$ cat src/hdl/awvn_pkg.sv
// Shared types and constants of the vertex normal accumulator.
package awvn_pkg;

  // Fixed field widths at the block boundary
  localparam int unsigned IDX_IN_W   = 12;
  localparam int unsigned COORD_IN_W = 16;
  localparam int unsigned NORM_W     = 16;
  localparam int unsigned CFG_W      = 64;

  // Action codes on the input channel
  typedef enum logic [1:0] {
    ACT_LOAD     = 2'd0,
    ACT_TRI      = 2'd1,
    ACT_READ     = 2'd2,
    ACT_READ_CLR = 2'd3
  } action_e;

  // Item class decided by the front end
  typedef enum logic [2:0] {
    CLS_SKIP     = 3'd0,
    CLS_LOAD     = 3'd1,
    CLS_TRI      = 3'd2,
    CLS_READ     = 3'd3,
    CLS_READ_OOB = 3'd4
  } cls_e;

  // One queued item
  typedef struct packed {
    cls_e                          cls;
    logic                          clr;
    logic [IDX_IN_W-1:0]           ia;
    logic [IDX_IN_W-1:0]           ib;
    logic [IDX_IN_W-1:0]           ic;
    logic signed [COORD_IN_W-1:0]  cx;
    logic signed [COORD_IN_W-1:0]  cy;
    logic signed [COORD_IN_W-1:0]  cz;
  } item_t;

  // Back end to front end control
  typedef struct packed {
    logic pop;
    logic busy;
  } ctl_t;

endpackage

$ cat src/hdl/awvn_front.sv
// Front end: accepts items, classifies them and queues them for the back end.
module awvn_front #(
  parameter int unsigned VERTICES = 4096
) (
  input  logic                                     clk_i,
  input  logic                                     rst_ni,
  input  logic                                     in_valid_i,
  output logic                                     in_stall_o,
  input  logic [1:0]                               action_i,
  input  logic [awvn_pkg::IDX_IN_W-1:0]            index_a_i,
  input  logic [awvn_pkg::IDX_IN_W-1:0]            index_b_i,
  input  logic [awvn_pkg::IDX_IN_W-1:0]            index_c_i,
  input  logic signed [awvn_pkg::COORD_IN_W-1:0]   coord_x_i,
  input  logic signed [awvn_pkg::COORD_IN_W-1:0]   coord_y_i,
  input  logic signed [awvn_pkg::COORD_IN_W-1:0]   coord_z_i,
  input  awvn_pkg::ctl_t                           ctl_i,
  output awvn_pkg::item_t                          item_o,
  output logic                                     item_valid_o
);
  import awvn_pkg::*;

  localparam logic [20:0] VTX = 21'(VERTICES);

  logic    oob_a, oob_b, oob_c;
  item_t   new_item;
  logic    push, pop;
  item_t   ent_q [2];
  logic    wr_ptr_q, rd_ptr_q;
  logic [1:0] cnt_q;

  // Range checks and classification
  assign oob_a = 21'(index_a_i) >= VTX;
  assign oob_b = 21'(index_b_i) >= VTX;
  assign oob_c = 21'(index_c_i) >= VTX;

  always_comb begin
    new_item.ia  = index_a_i;
    new_item.ib  = index_b_i;
    new_item.ic  = index_c_i;
    new_item.cx  = coord_x_i;
    new_item.cy  = coord_y_i;
    new_item.cz  = coord_z_i;
    new_item.clr = 1'b0;
    case (action_i)
      ACT_LOAD: begin
        new_item.cls = oob_a ? CLS_SKIP : CLS_LOAD;
      end
      ACT_TRI: begin
        new_item.cls = (oob_a || oob_b || oob_c) ? CLS_SKIP : CLS_TRI;
      end
      ACT_READ: begin
        new_item.cls = oob_a ? CLS_READ_OOB : CLS_READ;
      end
      ACT_READ_CLR: begin
        new_item.cls = oob_a ? CLS_READ_OOB : CLS_READ;
        new_item.clr = 1'b1;
      end
      default: begin
        new_item.cls = CLS_SKIP;
      end
    endcase
  end

  // Two-entry queue
  assign in_stall_o   = (cnt_q == 2'd2) || ctl_i.busy;
  assign push         = in_valid_i && !in_stall_o;
  assign pop          = ctl_i.pop;
  assign item_valid_o = cnt_q != 2'd0;
  assign item_o       = ent_q[rd_ptr_q];

  always_ff @(posedge clk_i or negedge rst_ni) begin
    if (!rst_ni) begin
      wr_ptr_q <= 1'b0;
      rd_ptr_q <= 1'b0;
      cnt_q    <= 2'd0;
    end else begin
      if (push) wr_ptr_q <= !wr_ptr_q;
      if (pop)  rd_ptr_q <= !rd_ptr_q;
      cnt_q <= cnt_q + 2'(push) - 2'(pop);
    end
  end

  always_ff @(posedge clk_i) begin
    if (push) begin
      ent_q[wr_ptr_q] <= new_item;
    end
  end

`ifndef NO_ASSERTIONS
  a_no_push_full: assert property (@(posedge clk_i) disable iff (!rst_ni)
    push |-> cnt_q != 2'd2) else $error("push into full queue");
  a_no_pop_empty: assert property (@(posedge clk_i) disable iff (!rst_ni)
    pop |-> cnt_q != 2'd0) else $error("pop from empty queue");
  a_cnt_bound: assert property (@(posedge clk_i) disable iff (!rst_ni)
    cnt_q != 2'd3) else $error("queue count overflow");
`endif

endmodule

$ cat config.mk
export PLATFORM = sky130hd
export DESIGN_NAME = awvn_front
export DESIGN_NICKNAME = d
export VERILOG_FILES = /design/src/hdl/awvn_pkg.sv /design/src/hdl/awvn_front.sv
export SDC_FILE = /design/constraint.sdc
export NUM_CORES = 1
export LEC_CHECK = 0
export BUFFER_PORTS_ARGS = -buffer_cell sky130_fd_sc_hd__buf_4
export CORE_MARGIN = 8
export CORE_UTILIZATION = 40
export DETAILED_ROUTE_END_ITERATION = 8
export HOLD_SLACK_MARGIN = 0.08
export MAX_ROUTING_LAYER = met4
export PLACE_DENSITY_LB_ADDON = 0.05
export SLEW_MARGIN = 20
export SYNTH_ARGS = -nofsm -noshare
export SYNTH_HDL_FRONTEND = slang
export SYNTH_SLANG_ARGS = --single-unit
export TNS_END_PERCENT = 30
$ cat constraint.sdc
create_clock -name clk_i -period 6.54 [get_ports clk_i]
set_input_delay 0.981 -clock clk_i [delete_from_list [all_inputs] [get_ports clk_i]]
set_output_delay 0.981 -clock clk_i [all_outputs]
set_load 0.05 [all_outputs]
# == Yosys cells after proc, flatten, opt, wreduce, memory -nomap -nowiden ==
# Memories as Yosys holds them, arrays and structs flattened.
# Cells that the tools add are included.
# Widths: inputs -> output; s select.
# word_totals
out_inout_bits,90
regBits,4
inputBits,91
memories,1
wordCells,22
ramBits,176
# op_classes
n_mux,4
reduce_logical,8
n_eq_ne,4
addsub,2
# mem_list
memory,words,word_bits,rd,rd_clocked_by_memory_dff,wr,line,text
ent_q,2,88,1,0,1,awvn_front.sv:27,item_t ent_q [2];
# op_table
operator,count
$pmux 3 s3,1
$eq 2x2->1 const B,3
$logic_not 1->1,3
$mux 1,3
$add 2x1->2,1
$eq 2x1->1 const B,1
$logic_not 2->1,1
$reduce_bool 2->1,1
$reduce_or 2->1,1
$sub 2x1->2,1
$logic_and 1x1->1,1
$logic_or 1x1->1,1

# == Logic depth before layout (Yosys ltp) ==
# depth
depth_word,6
depth_mapped,6
mapped_depth_nobuf,6

# == Least setup slack after synthesis ==
# OpenSTA, ideal clock, no wires.
# synth_timing
kind,in2reg
start,input port in_valid_i
end,"memory ent_q[0][0] (netlist name), enable pin"
t_required_ps,6007
stages,3
n_path_buf,0
arrival_ps,4853
slack_ps,1154
setup_time_ps,533
path_cell_list,nor2b_1 -> nand2_1 -> nor2_1
# synth_between
elab_chain_len,3
# synth_lines
element,line,text
from (decl),awvn_front.sv:7,"input logic in_valid_i,"
$logic_and 1x1->1,awvn_front.sv:66,assign push = in_valid_i && !in_stall_o;
$mux 1,awvn_front.sv:84,if (push) begin
$mux 1 (not written as such),awvn_front.sv:85,ent_q[wr_ptr_q] <= new_item;
to (decl),awvn_front.sv:27,
# Every way passes these cells.

==> run_results.csv <==
group,metric,value,unit
sta,maxSlewViolCount,0,
cells_and_area,antenna_cells,0,
cells_and_area,area_delta_synth_final,31.88,%
sta,max_slew.worst_pin.slew,0.9324,ns
global_routing,antenna_found_initial,0,
sta,max_freq,0.2772,GHz
detailed_routing,detail_route.wl_per_cell,18.32,µm
sta,finalHoldViolCount,0,
sta,final.period_utilization,0.5516,
clocking,cts_htree_levels,4,
power,p_per_area,462.0,mW/mm²
run,timing.max_cap.violations,0,
sta,layout_setup_ws,2.933,ns
worst_setup_path,reg2reg_setup_slack,4.08,ns
detailed_routing,detail_route.wirelength,13190,µm
synthesis,synth.largest_area_cell,"sky130_fd_sc_hd__edfxtp_1",
clocking,tritoncts,"built",
placement,port_buffers,179,
die,dieHeight,144.4,µm
global_routing,grt_pass1_wl,19530,µm
synthesis,syn_inst,297,
worst_setup_path,cp_data_required_time,5.56,ns
synthesis,ys_warn_count,0,
detailed_routing,detailedRoute.firstIterationViolations,179,
synthesis,synth_fp_nets,390,
power,vdd_drop_max,314.3,µV
power,finalPower,4.020,mW
cells_and_area,fillerInstances,1334,
synthesis,synthesis.area,0.006598,mm²
worst_setup_path,worstReg2RegStart,"cnt_q[1]",
run_status,outcome,"complete, no violations",
clocking,insertion_delay,0.42,ns
cells_and_area,num-nets-final,580,
clocking,cts_resized,0,
global_routing,grt_max_degree,68,
synthesis,synth.ff_latch_count,178,
sta,fin_skew,0.008022,ns
clocking,cell_at_the_root_of_the_clock_tree,"sky130_fd_sc_hd__clkbuf_16",
clocking,ctsHoldBuffers,0,
clocking,tritoncts.num_buffers,17,
placement,placement.setup.worst_slack,3.293,ns
clocking,total_number_of_clock_tree_sinks,178,
sta,relSlewSlack,0.3784,
placement,place_inst,688,
worst_setup_path,worstPathMaxFanout,51,
die,core.rowCount,47,
detailed_routing,drtAntennaViolNets,0,
cells_and_area,layout.cells.non_filler,720,
detailed_routing,drt_drc_violations_left,0,
synthesis,yosys-top-cells-area,"sky130_fd_sc_hd__edfxtp_1 (79%), sky130_fd_sc_hd__mux2_2 (11%), sky130_fd_sc_hd__mux2_4 (4.6%)",
cells_and_area,multi_input_gate_area_in_the_final_layout,0.001187,mm²
synthesis,synth_top_area_share,0.7920,
die,design.die.area,0.02086,mm²
sta,fin_tns_setup,0,ns
worst_setup_path,critPathLaunchType,"flip-flop",
worst_setup_path,critPathLaunch,"rd_ptr_q",
detailed_routing,route.vias.total,3309,
clocking,clock_tree.buffer_depth,2,
clocking,cts_post_setup_buffers_inserted,0,
detailed_routing,viasPerCell,4.596,
die,io_pins,181,
detailed_routing,drt_pre_antenna_iters,4,
clocking,clkTransAtPathRegs,0.06,ns
placement,post-dp-hpwl,8700,µm
synthesis,synthDistinctLibCells,20,
die,area_inside_the_core_boundary,0.01635,mm²
worst_setup_path,worstSetupEndpointType,"primary output",
power,total_leakage_power,3.272,nW
placement,place_congestion,0.6820,
sta,final.min_clock_period,3.607,ns
sta,grt_setup_unrepaired,"false",
global_routing,global_route_usage_over_all_layers,0.1323,
sta,setup_viol,0,
worst_setup_path,setup.worst_path.class,"flip-flop to primary output",
cells_and_area,seq_area,0.005329,mm²
cells_and_area,share_of_post_route_cells_with_drive_strength_above_1,0.6020,
synthesis,average_cell_area_after_synthesis,22.21,µm²
worst_setup_path,worstPathArrival,2.63,ns
worst_hold_path,hold_path_class,"primary input to async pin",
die,die-width,144.4,µm
die,start_util,0.4036,
global_routing,grt_pass1_vias,3669,
global_routing,globalRoute.totalOverflow,0,
synthesis,synth_seq_area_share,0.8071,
-- placed cells by master, fill, tap and decap left out --
| cell | synthesis | routed |
|---|---|---|
| sky130_fd_sc_hd__clkinv_1 | 0 | 2 |
| sky130_fd_sc_hd__clkbuf_1 | 0 | 3 |
| sky130_fd_sc_hd__nor2_4 | 0 | 1 |
| sky130_fd_sc_hd__nand2b_1 | 2 | 2 |
| sky130_fd_sc_hd__mux2_2 | 67 | 67 |
| sky130_fd_sc_hd__clkinvlp_4 | 0 | 2 |
| sky130_fd_sc_hd__and2_1 | 1 | 1 |
| sky130_fd_sc_hd__bufinv_16 | 0 | 1 |
| sky130_fd_sc_hd__mux2_4 | 20 | 20 |
| sky130_fd_sc_hd__ha_1 | 2 | 2 |
| sky130_fd_sc_hd__dfrtp_1 | 4 | 3 |
| sky130_fd_sc_hd__a21oi_1 | 1 | 1 |
| sky130_fd_sc_hd__buf_4 | 1 | 182 |
| sky130_fd_sc_hd__nor2b_1 | 1 | 1 |
| sky130_fd_sc_hd__xnor2_1 | 3 | 3 |
| sky130_fd_sc_hd__xor2_1 | 1 | 1 |
| sky130_fd_sc_hd__conb_1 | 1 | 1 |
| sky130_fd_sc_hd__nand2_1 | 1 | 1 |
| sky130_fd_sc_hd__edfxtp_1 | 174 | 174 |
| sky130_fd_sc_hd__inv_6 | 0 | 1 |
| sky130_fd_sc_hd__or2_2 | 2 | 2 |
| sky130_fd_sc_hd__and3_4 | 0 | 1 |
| sky130_fd_sc_hd__inv_1 | 4 | 4 |
| sky130_fd_sc_hd__clkbuf_16 | 0 | 17 |
| sky130_fd_sc_hd__clkinv_2 | 0 | 6 |
| sky130_fd_sc_hd__dfrtp_4 | 0 | 1 |
-- layout make-up --
class	instances	share of cell area
sequential	178	0.6125
timing repair buffer	182	0.1570
multi-input combinational	104	0.1365
clock buffer	20	0.05019
tap	220	0.03164
clock inverter	12	0.01050
inverter	4	0.001726
-- where the power goes --
| group | internal, mW | switching (mW) | leakage [nW] | total [mW] |
|---|---|---|---|---|
| Clock | 0.518 | 0.396 | 0.259 | 0.914 |
| Sequential | 1.42 | 0.0872 | 1.63 | 1.51 |
| Combinational | 0.556 | 1.04 | 1.38 | 1.60 |
-- final timing paths --
kind / cells after the start / end
worst max-delay path: 3 / item_o[51]
worst min-delay path: 1 / wr_ptr_q
worst max register to register: 4 / ent_q[0][9]
worst min register to register: 1 / cnt_q[1]
max in group asynchronous: 1 / rd_ptr_q
min in group clk_i: 1 / cnt_q[1]
-- critical path, stage by stage (launching register included) --
cell                      delay, ns
sky130_fd_sc_hd__dfrtp_4       0.79
sky130_fd_sc_hd__buf_4         0.74
sky130_fd_sc_hd__mux2_2        0.43
sky130_fd_sc_hd__buf_4         0.19
-- through the flow --
step,cell area [µm²],hold slack (ns),utilization
global placement,8173,0.5275,0.4999
detailed placement,8173,0.5293,0.4999
floorplan,6598,0.4604,-
global route,8701,0.3228,0.5322
finish,8701,0.3471,0.5322
CTS,8701,0.3227,0.5322
-- sequential cells by signal, summed over array words and instances, names as in the netlist --
register,cells
ent_q,174
cnt_q,2
rd_ptr_q,1
wr_ptr_q,1
-- cells in the mapped netlist, drive strengths merged --
library cell  count
nor2              1
mux2             87
edfxtp          174
nor2b             1
nand2             1
a21oi             1
ha                2
inv               4
and3              1
nand2b            2
or2               2
conb              1
xor2              1
buf              11
and2              1
xnor2             3
dfrtp             4
-- kinds of logic after synthesis --
group,synth area share
flops,0.8071
mux,0.1599
buf+inv,0.01479
simple gates,0.007776
xor+xnor,0.005311
fa+ha+maj,0.003792
other cells,0.0005684
compound gates,0.0007579
-- metal layers --
layer  global-route usage  vias to the layer above  part of all wire
met2               0.2151                      112              0.50
li1                     -                     1540                 -
met3              0.04259                       13             0.073
met5                    -                        -                 0
met4              0.05750                        0             0.015
met1               0.1477                     1644              0.41
(Power assumes the default switching activity.)
